--- config.mk ---
export PLATFORM = sky130hd
export DESIGN_NAME = tag_nesting_checker_core
export DESIGN_NICKNAME = d
export VERILOG_FILES = /design/src/hdl/tnc_pkg.sv /design/src/hdl/tnc_ram.sv /design/src/hdl/tnc_front.sv /design/src/hdl/tnc_queue.sv /design/src/hdl/tnc_back.sv /design/src/hdl/tag_nesting_checker_core.sv
export SDC_FILE = /design/constraint.sdc
export NUM_CORES = 2
export LEC_CHECK = 0
export ABC_AREA = 1
export BUFFER_PORTS_ARGS = -buffer_cell sky130_fd_sc_hd__buf_2
export CAP_MARGIN = 5
export CELL_PAD_IN_SITES_DETAIL_PLACEMENT = 0
export CELL_PAD_IN_SITES_GLOBAL_PLACEMENT = 2
export CORE_ASPECT_RATIO = 0.5
export CORE_MARGIN = 2
export CORE_UTILIZATION = 43
export CTS_BUF_LIST = sky130_fd_sc_hd__clkbuf_4 sky130_fd_sc_hd__clkbuf_8 sky130_fd_sc_hd__clkbuf_16
export DETAILED_ROUTE_END_ITERATION = 16
export PLACE_DENSITY = 0.79
export SLEW_MARGIN = 15
export SYNTH_ARGS = -nofsm -noshare
export SYNTH_HDL_FRONTEND = slang
export SYNTH_SLANG_ARGS = --single-unit
--- constraint.sdc ---
create_clock -name clock -period 4.4 [get_ports clock]
set_input_delay 0.22 -clock clock [delete_from_list [all_inputs] [get_ports clock]]
set_output_delay 0.22 -clock clock [all_outputs]
set_load 0.05 [all_outputs]
--- src/hdl/tnc_pkg.sv ---
// ----------------------------------------------------------------------------
// tnc_pkg
// Shared types and constants of the tag nesting checker: status codes,
// classified operation kinds, queue entry layout and register indexes.
// ----------------------------------------------------------------------------
package tnc_pkg;

   // field widths fixed by the interface
   localparam int NAME_W   = 16;
   localparam int DEPTH_W  = 7;
   localparam int STATUS_W = 3;
   localparam int COUNT_W  = 3;
   localparam int INDEX_W  = 3;

   // entries in the queue between front and back
   localparam int QUEUE_DEPTH = 2;

   // configuration register indexes
   localparam logic [INDEX_W-1:0] CSR_RELEVANT_COUNT = 3'd0;
   localparam logic [INDEX_W-1:0] CSR_TAG_BASE       = 3'd1;

   // document status reported with each result
   typedef enum logic [STATUS_W-1:0] {
      ST_RUNNING  = 3'd0,
      ST_OK       = 3'd1,
      ST_UNCLOSED = 3'd2,
      ST_TOO_DEEP = 3'd3,
      ST_NO_OPEN  = 3'd4,
      ST_MISMATCH = 3'd5
   } status_type;

   // what the back end has to do with one item
   typedef enum logic [2:0] {
      OP_NOP   = 3'd0,   // skipped tag or no flags
      OP_OPEN  = 3'd1,
      OP_CLOSE = 3'd2,
      OP_SELF  = 3'd3,   // self-closing tag
      OP_EOD   = 3'd4
   } op_type;

   // one classified item in the queue
   typedef struct packed {
      op_type            kind;
      logic [NAME_W-1:0] name;
   } item_type;

   // back end sequencer
   typedef enum logic {
      B_IDLE = 1'b0,
      B_CMP  = 1'b1
   } back_state_type;

endpackage

--- src/hdl/tnc_ram.sv ---
// ----------------------------------------------------------------------------
// tnc_ram
// Generic single write port, single read port RAM with registered read data.
// ----------------------------------------------------------------------------
module tnc_ram #(
   parameter int WIDTH = 16,
   parameter int DEPTH = 100
) (
   input  logic                     clock,
   input  logic                     wr_en,
   input  logic [$clog2(DEPTH)-1:0] wr_addr,
   input  logic [WIDTH-1:0]         wr_data,
   input  logic                     rd_en,
   input  logic [$clog2(DEPTH)-1:0] rd_addr,
   output logic [WIDTH-1:0]         rd_data
);

   logic [WIDTH-1:0] mem_ff [DEPTH];

   // write port
   always_ff @(posedge clock) begin
      if (wr_en) begin
         mem_ff[wr_addr] <= wr_data;
      end
   end

   // registered read port
   always_ff @(posedge clock) begin
      if (rd_en) begin
         rd_data <= mem_ff[rd_addr];
      end
   end

endmodule

--- src/hdl/tnc_front.sv ---
// ----------------------------------------------------------------------------
// tnc_front
// Configuration registers and item classification: checks the tag against
// the relevant list and turns the flags into one operation for the back end.
// ----------------------------------------------------------------------------
module tnc_front #(
   parameter int RELEVANT_SLOTS = 6
) (
   input  logic                          clock,
   input  logic                          reset,
   // configuration write channel
   input  logic                          csr_valid,
   output logic                          csr_ready,
   input  logic [tnc_pkg::INDEX_W-1:0]   csr_index,
   input  logic [tnc_pkg::NAME_W-1:0]    csr_wdata,
   // incoming item
   input  logic                          req_end_of_doc,
   input  logic [tnc_pkg::NAME_W-1:0]    req_tag_name,
   input  logic                          req_is_open,
   input  logic                          req_is_close,
   // classified item toward the queue
   output tnc_pkg::item_type             item
);

   logic [tnc_pkg::COUNT_W-1:0] count_ff, count_in;
   logic [tnc_pkg::NAME_W-1:0]  tag_ff [RELEVANT_SLOTS];
   logic [tnc_pkg::NAME_W-1:0]  tag_in [RELEVANT_SLOTS];
   logic                        csr_wr;
   logic                        hit;
   logic                        counts;

   assign csr_ready = 1'b1;
   assign csr_wr    = csr_valid & csr_ready;

   // register writes; indexes beyond the slots are dropped
   always_comb begin
      count_in = count_ff;
      for (int s = 0; s < RELEVANT_SLOTS; s++) begin
         tag_in[s] = tag_ff[s];
      end
      if (csr_wr) begin
         if (csr_index == tnc_pkg::CSR_RELEVANT_COUNT) begin
            count_in = csr_wdata[tnc_pkg::COUNT_W-1:0];
         end
         for (int s = 0; s < RELEVANT_SLOTS; s++) begin
            if (csr_index == tnc_pkg::CSR_TAG_BASE + tnc_pkg::INDEX_W'(s)) begin
               tag_in[s] = csr_wdata;
            end
         end
      end
   end

   always_ff @(posedge clock) begin
      if (reset) begin
         count_ff <= '0;
         for (int s = 0; s < RELEVANT_SLOTS; s++) begin
            tag_ff[s] <= '0;
         end
      end else begin
         count_ff <= count_in;
         for (int s = 0; s < RELEVANT_SLOTS; s++) begin
            tag_ff[s] <= tag_in[s];
         end
      end
   end

   // relevance check; a count above the slot number uses all slots
   always_comb begin
      hit = 1'b0;
      for (int s = 0; s < RELEVANT_SLOTS; s++) begin
         if ((tnc_pkg::COUNT_W'(s) < count_ff) && (tag_ff[s] == req_tag_name)) begin
            hit = 1'b1;
         end
      end
   end

   assign counts = (count_ff == '0) | hit;

   // classification
   always_comb begin
      item.name = req_tag_name;
      priority if (req_end_of_doc) begin
         item.kind = tnc_pkg::OP_EOD;
      end else if (!counts) begin
         item.kind = tnc_pkg::OP_NOP;
      end else if (req_is_open && req_is_close) begin
         item.kind = tnc_pkg::OP_SELF;
      end else if (req_is_open) begin
         item.kind = tnc_pkg::OP_OPEN;
      end else if (req_is_close) begin
         item.kind = tnc_pkg::OP_CLOSE;
      end else begin
         item.kind = tnc_pkg::OP_NOP;
      end
   end

endmodule

--- src/hdl/tnc_queue.sv ---
// ----------------------------------------------------------------------------
// tnc_queue
// Short FIFO of classified items between the front and the back end.
// ----------------------------------------------------------------------------
module tnc_queue (
   input  logic              clock,
   input  logic              reset,
   input  logic              push,
   input  tnc_pkg::item_type push_item,
   output logic              full,
   input  logic              pop,
   output logic              valid,
   output tnc_pkg::item_type head
);

   localparam int QD  = tnc_pkg::QUEUE_DEPTH;
   localparam int QAW = $clog2(QD);
   localparam int QCW = $clog2(QD + 1);

   tnc_pkg::item_type entry_ff [QD];
   logic [QAW-1:0]    wr_ptr_ff, wr_ptr_in;
   logic [QAW-1:0]    rd_ptr_ff, rd_ptr_in;
   logic [QCW-1:0]    count_ff, count_in;

   assign full  = (count_ff == QCW'(QD));
   assign valid = (count_ff != '0);
   assign head  = entry_ff[rd_ptr_ff];

   // pointer and fill count update
   always_comb begin
      wr_ptr_in = push ? wr_ptr_ff + 1'b1 : wr_ptr_ff;
      rd_ptr_in = pop  ? rd_ptr_ff + 1'b1 : rd_ptr_ff;
      count_in  = count_ff + QCW'(push) - QCW'(pop);
   end

   always_ff @(posedge clock) begin
      if (reset) begin
         wr_ptr_ff <= '0;
         rd_ptr_ff <= '0;
         count_ff  <= '0;
      end else begin
         wr_ptr_ff <= wr_ptr_in;
         rd_ptr_ff <= rd_ptr_in;
         count_ff  <= count_in;
      end
   end

   // payload storage
   always_ff @(posedge clock) begin
      if (push) begin
         entry_ff[wr_ptr_ff] <= push_item;
      end
   end

   a_no_overfill: assert property (@(posedge clock) disable iff (reset)
      push |-> !full)
      else $error("queue pushed while full");

   a_no_underrun: assert property (@(posedge clock) disable iff (reset)
      pop |-> valid)
      else $error("queue popped while empty");

endmodule

--- src/hdl/tnc_back.sv ---
// ----------------------------------------------------------------------------
// tnc_back
// Stack engine: carries out one classified item at a time, keeps depth,
// peak, held error and the bottom entry in registers, and drives results.
// ----------------------------------------------------------------------------
module tnc_back #(
   parameter int STACK_DEPTH = 100
) (
   input  logic                           clock,
   input  logic                           reset,
   // queue head
   input  logic                           q_valid,
   input  tnc_pkg::item_type              q_item,
   output logic                           q_pop,
   // result
   output logic                           rsp_strobe,
   output logic [tnc_pkg::STATUS_W-1:0]   rsp_status,
   output logic [tnc_pkg::DEPTH_W-1:0]    rsp_depth,
   output logic [tnc_pkg::DEPTH_W-1:0]    rsp_max_depth,
   output logic [tnc_pkg::NAME_W-1:0]     rsp_error_tag
);

   localparam int AW = $clog2(STACK_DEPTH);
   localparam int CW = $clog2(STACK_DEPTH + 1);

   tnc_pkg::back_state_type    state_ff, state_in;
   logic [CW-1:0]              top_ff, top_in;
   logic [CW-1:0]              peak_ff, peak_in;
   tnc_pkg::status_type        status_ff, status_in;
   logic [tnc_pkg::NAME_W-1:0] etag_ff, etag_in;
   logic [tnc_pkg::NAME_W-1:0] bottom_ff, bottom_in;
   logic [tnc_pkg::NAME_W-1:0] name_ff, name_in;

   logic                       rsp_strobe_ff, rsp_strobe_in;
   tnc_pkg::status_type        rsp_status_ff, rsp_status_in;
   logic [tnc_pkg::DEPTH_W-1:0] rsp_depth_ff, rsp_depth_in;
   logic [tnc_pkg::DEPTH_W-1:0] rsp_peak_ff, rsp_peak_in;
   logic [tnc_pkg::NAME_W-1:0] rsp_etag_ff, rsp_etag_in;

   logic [CW-1:0]              top_p1, top_m1;
   logic                       emit, eod_res, room;
   logic                       wr_en, rd_en;
   logic [AW-1:0]              wr_addr, rd_addr;
   logic [tnc_pkg::NAME_W-1:0] rd_data;

   assign top_p1 = top_ff + 1'b1;
   assign top_m1 = top_ff - 1'b1;
   assign room   = (top_ff < CW'(STACK_DEPTH));

   // stack RAM beside the bottom register: entry i holds the name at depth i+1
   tnc_ram #(
      .WIDTH (tnc_pkg::NAME_W),
      .DEPTH (STACK_DEPTH)
   ) u_stack (
      .clock   (clock),
      .wr_en   (wr_en),
      .wr_addr (wr_addr),
      .wr_data (q_item.name),
      .rd_en   (rd_en),
      .rd_addr (rd_addr),
      .rd_data (rd_data)
   );

   assign wr_addr = top_ff[AW-1:0];
   assign rd_addr = top_m1[AW-1:0];

   // sequencer and stack update
   always_comb begin
      state_in  = state_ff;
      top_in    = top_ff;
      peak_in   = peak_ff;
      status_in = status_ff;
      etag_in   = etag_ff;
      bottom_in = bottom_ff;
      name_in   = name_ff;
      q_pop     = 1'b0;
      wr_en     = 1'b0;
      rd_en     = 1'b0;
      emit      = 1'b0;
      eod_res   = 1'b0;
      unique case (state_ff)
         tnc_pkg::B_IDLE: begin
            if (q_valid) begin
               q_pop = 1'b1;
               emit  = 1'b1;
               if (q_item.kind == tnc_pkg::OP_EOD) begin
                  // report, then clear per-document state
                  eod_res   = 1'b1;
                  top_in    = '0;
                  peak_in   = '0;
                  status_in = tnc_pkg::ST_RUNNING;
                  etag_in   = '0;
               end else if (status_ff == tnc_pkg::ST_RUNNING) begin
                  unique case (q_item.kind)
                     tnc_pkg::OP_OPEN: begin
                        if (room) begin
                           wr_en  = 1'b1;
                           top_in = top_p1;
                           if (top_p1 > peak_ff) begin
                              peak_in = top_p1;
                           end
                           if (top_ff == '0) begin
                              bottom_in = q_item.name;
                           end
                        end else begin
                           status_in = tnc_pkg::ST_TOO_DEEP;
                           etag_in   = q_item.name;
                        end
                     end
                     tnc_pkg::OP_SELF: begin
                        // push and pop of the same name always match
                        if (room) begin
                           if (top_p1 > peak_ff) begin
                              peak_in = top_p1;
                           end
                        end else begin
                           status_in = tnc_pkg::ST_TOO_DEEP;
                           etag_in   = q_item.name;
                        end
                     end
                     tnc_pkg::OP_CLOSE: begin
                        if (top_ff == '0) begin
                           status_in = tnc_pkg::ST_NO_OPEN;
                           etag_in   = q_item.name;
                        end else begin
                           // fetch top entry, compare next cycle
                           emit     = 1'b0;
                           rd_en    = 1'b1;
                           name_in  = q_item.name;
                           state_in = tnc_pkg::B_CMP;
                        end
                     end
                     default: begin
                     end
                  endcase
               end
            end
         end
         tnc_pkg::B_CMP: begin
            emit     = 1'b1;
            top_in   = top_m1;
            state_in = tnc_pkg::B_IDLE;
            if (rd_data != name_ff) begin
               status_in = tnc_pkg::ST_MISMATCH;
               etag_in   = name_ff;
            end
         end
         default: begin
            state_in = tnc_pkg::B_IDLE;
         end
      endcase
   end

   // result assembly
   always_comb begin
      rsp_strobe_in = emit;
      if (eod_res) begin
         rsp_depth_in = tnc_pkg::DEPTH_W'(top_ff);
         rsp_peak_in  = tnc_pkg::DEPTH_W'(peak_ff);
         if (status_ff != tnc_pkg::ST_RUNNING) begin
            rsp_status_in = status_ff;
            rsp_etag_in   = etag_ff;
         end else if (top_ff == '0) begin
            rsp_status_in = tnc_pkg::ST_OK;
            rsp_etag_in   = '0;
         end else begin
            rsp_status_in = tnc_pkg::ST_UNCLOSED;
            rsp_etag_in   = bottom_ff;
         end
      end else begin
         rsp_status_in = status_in;
         rsp_etag_in   = etag_in;
         rsp_depth_in  = tnc_pkg::DEPTH_W'(top_in);
         rsp_peak_in   = tnc_pkg::DEPTH_W'(peak_in);
      end
   end

   always_ff @(posedge clock) begin
      if (reset) begin
         state_ff      <= tnc_pkg::B_IDLE;
         top_ff        <= '0;
         peak_ff       <= '0;
         status_ff     <= tnc_pkg::ST_RUNNING;
         etag_ff       <= '0;
         rsp_strobe_ff <= 1'b0;
      end else begin
         state_ff      <= state_in;
         top_ff        <= top_in;
         peak_ff       <= peak_in;
         status_ff     <= status_in;
         etag_ff       <= etag_in;
         rsp_strobe_ff <= rsp_strobe_in;
      end
   end

   always_ff @(posedge clock) begin
      bottom_ff     <= bottom_in;
      name_ff       <= name_in;
      rsp_status_ff <= rsp_status_in;
      rsp_depth_ff  <= rsp_depth_in;
      rsp_peak_ff   <= rsp_peak_in;
      rsp_etag_ff   <= rsp_etag_in;
   end

   assign rsp_strobe    = rsp_strobe_ff;
   assign rsp_status    = rsp_status_ff;
   assign rsp_depth     = rsp_depth_ff;
   assign rsp_max_depth = rsp_peak_ff;
   assign rsp_error_tag = rsp_etag_ff;

   a_depth_bound: assert property (@(posedge clock) disable iff (reset)
      top_ff <= CW'(STACK_DEPTH))
      else $error("stack depth beyond capacity");

   a_peak_covers_top: assert property (@(posedge clock) disable iff (reset)
      peak_ff >= top_ff)
      else $error("peak depth below current depth");

   a_cmp_delivers: assert property (@(posedge clock) disable iff (reset)
      state_ff == tnc_pkg::B_CMP |=> rsp_strobe_ff && state_ff == tnc_pkg::B_IDLE)
      else $error("compare step did not deliver a result");

   a_cmp_nonempty: assert property (@(posedge clock) disable iff (reset)
      state_ff == tnc_pkg::B_CMP |-> top_ff != '0)
      else $error("compare step with empty stack");

endmodule

--- src/hdl/tag_nesting_checker_core.sv ---
// ----------------------------------------------------------------------------
// tag_nesting_checker_core
// Checks that markup tag events nest properly, one result per item.
//
//   channel   ports                                  handshake
//   -------   ------------------------------------   -------------------------
//   request   req_end_of_doc/tag_name/is_open/close   start & !busy
//   result    rsp_status/depth/max_depth/error_tag   rsp_strobe, one cycle
//   config    csr_index, csr_wdata                    csr_valid & csr_ready
//
// An item goes through a two-entry queue to the stack engine. Most items
// are handled in the engine's idle state; a close on a non-empty stack in
// a running document also passes the compare state, as the stack RAM read
// is registered. The queue registers the item, and the result is then
// registered at the outputs. busy is high while the queue is full.
// Reset clears stack depth, peak, status and the relevant list; stack RAM
// contents need no clearing. Results cannot be held off by the receiver.
// ----------------------------------------------------------------------------
module tag_nesting_checker_core #(
   parameter int STACK_DEPTH    = 100,
   parameter int RELEVANT_SLOTS = 6
) (
   input  logic                          clock,
   input  logic                          reset,
   // request
   input  logic                          start,
   output logic                          busy,
   input  logic                          req_end_of_doc,
   input  logic [tnc_pkg::NAME_W-1:0]    req_tag_name,
   input  logic                          req_is_open,
   input  logic                          req_is_close,
   // result
   output logic                          rsp_strobe,
   output logic [tnc_pkg::STATUS_W-1:0]  rsp_status,
   output logic [tnc_pkg::DEPTH_W-1:0]   rsp_depth,
   output logic [tnc_pkg::DEPTH_W-1:0]   rsp_max_depth,
   output logic [tnc_pkg::NAME_W-1:0]    rsp_error_tag,
   // configuration
   input  logic                          csr_valid,
   output logic                          csr_ready,
   input  logic [tnc_pkg::INDEX_W-1:0]   csr_index,
   input  logic [tnc_pkg::NAME_W-1:0]    csr_wdata
);

   tnc_pkg::item_type front_item;
   tnc_pkg::item_type q_head;
   logic              q_full;
   logic              q_valid;
   logic              q_pop;
   logic              accept;

   assign busy   = q_full;
   assign accept = start & ~busy;

   // classification front
   tnc_front #(
      .RELEVANT_SLOTS (RELEVANT_SLOTS)
   ) u_front (
      .clock          (clock),
      .reset          (reset),
      .csr_valid      (csr_valid),
      .csr_ready      (csr_ready),
      .csr_index      (csr_index),
      .csr_wdata      (csr_wdata),
      .req_end_of_doc (req_end_of_doc),
      .req_tag_name   (req_tag_name),
      .req_is_open    (req_is_open),
      .req_is_close   (req_is_close),
      .item           (front_item)
   );

   // decoupling queue
   tnc_queue u_queue (
      .clock     (clock),
      .reset     (reset),
      .push      (accept),
      .push_item (front_item),
      .full      (q_full),
      .pop       (q_pop),
      .valid     (q_valid),
      .head      (q_head)
   );

   // stack engine
   tnc_back #(
      .STACK_DEPTH (STACK_DEPTH)
   ) u_back (
      .clock         (clock),
      .reset         (reset),
      .q_valid       (q_valid),
      .q_item        (q_head),
      .q_pop         (q_pop),
      .rsp_strobe    (rsp_strobe),
      .rsp_status    (rsp_status),
      .rsp_depth     (rsp_depth),
      .rsp_max_depth (rsp_max_depth),
      .rsp_error_tag (rsp_error_tag)
   );

endmodule
==> metrics.csv <==
metric,value,unit
status,completed,
worst reg2reg endpoint,u_back.u_stack.rd_data[2],
metal2 WL,102000,um
worst-path fanout max,75,
Max-Cap Viols,0,
number of port buffers,76,
share of cells above drive strength 1,9.05,%
fin crit share,93.0,%
net switching power,0.0214,W
# nets final,6855,
sequential cell area fraction in the yosys report,71.1,%
area of the mapped netlist,76000,um2
Worst Setup SP,u_back.top_ff[0],
uppermost layer routed,met4,
internal power,0.0340,W
Final Hold Vio Count,0,
CP endpoint,u_back.u_stack.rd_data[2],
top-count cell post-synth,nand2_1,
die extent in x,599,um
fmax,244,MHz
post-route cell area,85700,um2
clock buffer depth,4,
synthesized instance count,6714,
total track usage,25.1,%
Rel. slew slack,19.8,%
Via Count,52100,
Crit. End Element,flop,
M1 WL,105000,um
pre-CTS WS,413,ps
number of synthesized flops with an enable pin,1686,
unrepaired setup endpoints after global routing,false,
Wirelength per Cell,24.7,um
Clock Pin Slew Worst Setup and Hold Paths,60,ps
Worst-Margin Slew,1200,ps
hold slack,290,ps
Netlist cell types,47,
total iterations of the first detailed-routing run,6,
ys flop type,edfxtp_1,
Commonest cells post-synth,"nand2_1 (1720), edfxtp_1 (1686), nand3_1 (865)",
DR WL met3,18200,um
Die Y-Extent,301,um
Final ANT Viol Nets,0,
Clock Sinks,1858,
Logic pwr share,34.2,%
Ports,78,
"Cell Area, Placed",79600,um2
Setup CP Type,flop to flop,
largest net degree at the start of global routing,188,
Detail Placement HPWL,132000,um
Layout Area Growth over Synthesis,12.7,%
grt total ovfl,0,
first-pass GRT wire length,334000,um
Clk pwr share,27.4,%
LEAKAGE,30.3,nW
number of global-route vias before repair,48800,
initial core utilization,43.2,%
Yosys top cell by area,edfxtp_1,
H-tree depth,4,
Post-CTS Setup Bufs,0,
Clock Root Buffer,clkbuf_16,
initial antenna violation count,5,
synth warn,0,
Hold Crit Class,input port to flop,
worst hold stages,2,
Synth area leaders,"edfxtp_1 (67%), nand2_1 (8.5%), nand3_1 (5.7%), dfxtp_1 (4.5%), o21ai_0 (3.0%)",
worst r2r src,u_back.top_ff[0],
Via-to-Cell Ratio,5.58,
clk_lat worst skew,850,ps
Syn Area/Cell,11.3,um2
Layout fillers,15600,
worst reg-to-reg path cell count,14,
PwrDens,646,nW/um2
Worst Clk Skew,57.6,ps
Final setup viols,0,
Seq pwr share,38.5,%
Setup WS post-layout,310,ps
Final Wtd Congestion,0.836,
Post-Route WL,230000,um
fin. max-slew vios,0,
Async SR Flop Fraction,0,%
Startpoint Class,flop,
DRT iter0 DRCs,6373,
final setup TNS,0,ps
Num CTS Buffers,177,
critical path arrival,4770,ps
total core area,176000,um2
# rows,109,
switching share of total power,38.7,%
residual DRC count,0,
Synth Net Count,6767,
Worst EP required,5080,ps
top cell type's share of synthesized area,66.6,%
CTS tree,done,
R2R Setup Slk,310,ps
Synth Register Bits,1858,
Period minus WS final,4090,ps
Peak VDD IR,0.000803,V
die area,180000,um2
## power by group through the flow
stage | Sequential, W | Clock [W] | Combinational, W
after floorplan | 0.0219 | 0 | 0.0103
after global placement | 0.0217 | 0 | 0.0187
after detailed placement | 0.0217 | 0 | 0.0187
after CTS | 0.0213 | 0.0154 | 0.0188
after global routing | 0.0213 | 0.0161 | 0.0203
final | 0.0213 | 0.0152 | 0.0189
## worst min-delay path by stage
stage,end,from,slack (ps)
3_3_place_gp,u_front.tag_ff[0][93],u_front.tag_ff[0][93],460
6_report,u_queue.entry_ff[1][18],req_end_of_doc,290
5_1_grt,u_queue.entry_ff[0][18],req_end_of_doc,270
4_1_cts,u_queue.entry_ff[1][18],req_end_of_doc,230
2_1_floorplan,u_queue.entry_ff[0][0],req_tag_name[0],320
3_5_place_dp,u_front.tag_ff[0][95],u_front.tag_ff[0][95],460
## placed cells by master (no fill, tap or decap), types with 6 or more instances in the layout
cell	n
nand2_1	1720
edfxtp_1	1686
nand3_1	865
nor2_1	567
o21ai_0	457
inv_1	205
a21oi_1	198
buf_4	182
clkbuf_16	179
dfxtp_1	171
o22ai_1	160
buf_2	75
a211oi_1	46
dlygate4sd3_1	46
clkinv_1	44
xnor2_1	42
clkinv_2	35
clkbuf_4	29
buf_12	29
xor2_1	28
o31ai_1	19
nand4_1	18
mux2_4	14
o211ai_1	13
bufinv_16	13
ha_1	10
inv_2	9
nor2_2	6
inv_6	6
clkinvlp_4	6
## sequential cells by signal (all words and copies together) (netlist names), 16 cells and up, named ones only
| name | count |
|---|---|
| u_front.tag_ff | 96 |
| u_queue.entry_ff | 38 |
| u_back.name_ff | 16 |
| u_back.bottom_ff | 16 |
| u_back.u_stack.mem_ff | 1600 |
| u_back.u_stack.rd_data | 16 |
| u_back.rsp_error_tag | 16 |
| u_back.etag_ff | 16 |
## area by class of cell
class | instances | area [um2] | area share (%)
well taps | 2386 | 2990 | 3.48
repair buffers | 332 | 2780 | 3.25
multi-input cells | 4212 | 19400 | 22.6
clock inverters | 105 | 847 | 0.989
flip-flops and latches | 1858 | 54100 | 63.1
diodes | 2 | 5.00 | 0.00584
clock buffers | 212 | 4750 | 5.55
inverters | 221 | 861 | 1.00
## per-stage QoR
| step | power (W) | instances | utilization (%) |
|---|---|---|---|
| 5_1_grt | 0.0577 | 9326 | 48.7 |
| 4_1_cts | 0.0555 | 9326 | 48.7 |
| 3_3_place_gp | 0.0404 | 8963 | 45.2 |
| 6_report | 0.0554 | 9328 | 48.7 |
| 3_5_place_dp | 0.0404 | 8963 | 45.2 |
| 2_1_floorplan | 0.0322 | 6714 | - |
## logic make-up (layout without fill, tap and decap cells)
| family | count (synthesis) | after routing | synth area share, % |
|---|---|---|---|
| xor+xnor | 72 | 72 | 0.840 |
| compound gates | 899 | 899 | 6.46 |
| other cells | 1 | 3 | 0.00493 |
| simple gates | 3215 | 3215 | 17.6 |
| fa+ha+maj | 11 | 11 | 0.181 |
| mux | 14 | 14 | 0.207 |
| flops | 1858 | 1858 | 71.1 |
| buf+inv | 644 | 870 | 3.52 |
## worst max-delay path, cell delays in order, from the launching register on
cell,delay [ps]
dfxtp_4,560
inv_16,200
ha_4,430
inv_8,370
buf_4,540
o21ai_0,180
o22ai_1,290
nand2_1,100
nand3_1,120
nand2_1,110
nand2_1,80
nand3_1,350
nand2_1,280
nand2_1,90
nand2_1,70
## per-layer routing
| metal | vias up | global-route usage, % |
|---|---|---|
| li1 | 23700 | - |
| met1 | 26000 | 37.9 |
| met2 | 2005 | 38.2 |
| met3 | 292 | 3.98 |
| met4 | 0 | 5.32 |
| met5 | - | 0 |
## what timing repair did
action,CTS,global route
hold endpoints to repair,160,0
hold buffers,46,0
resized for setup,0,0
setup endpoints to repair,0,0
Power figures use the tool's default switching activity.
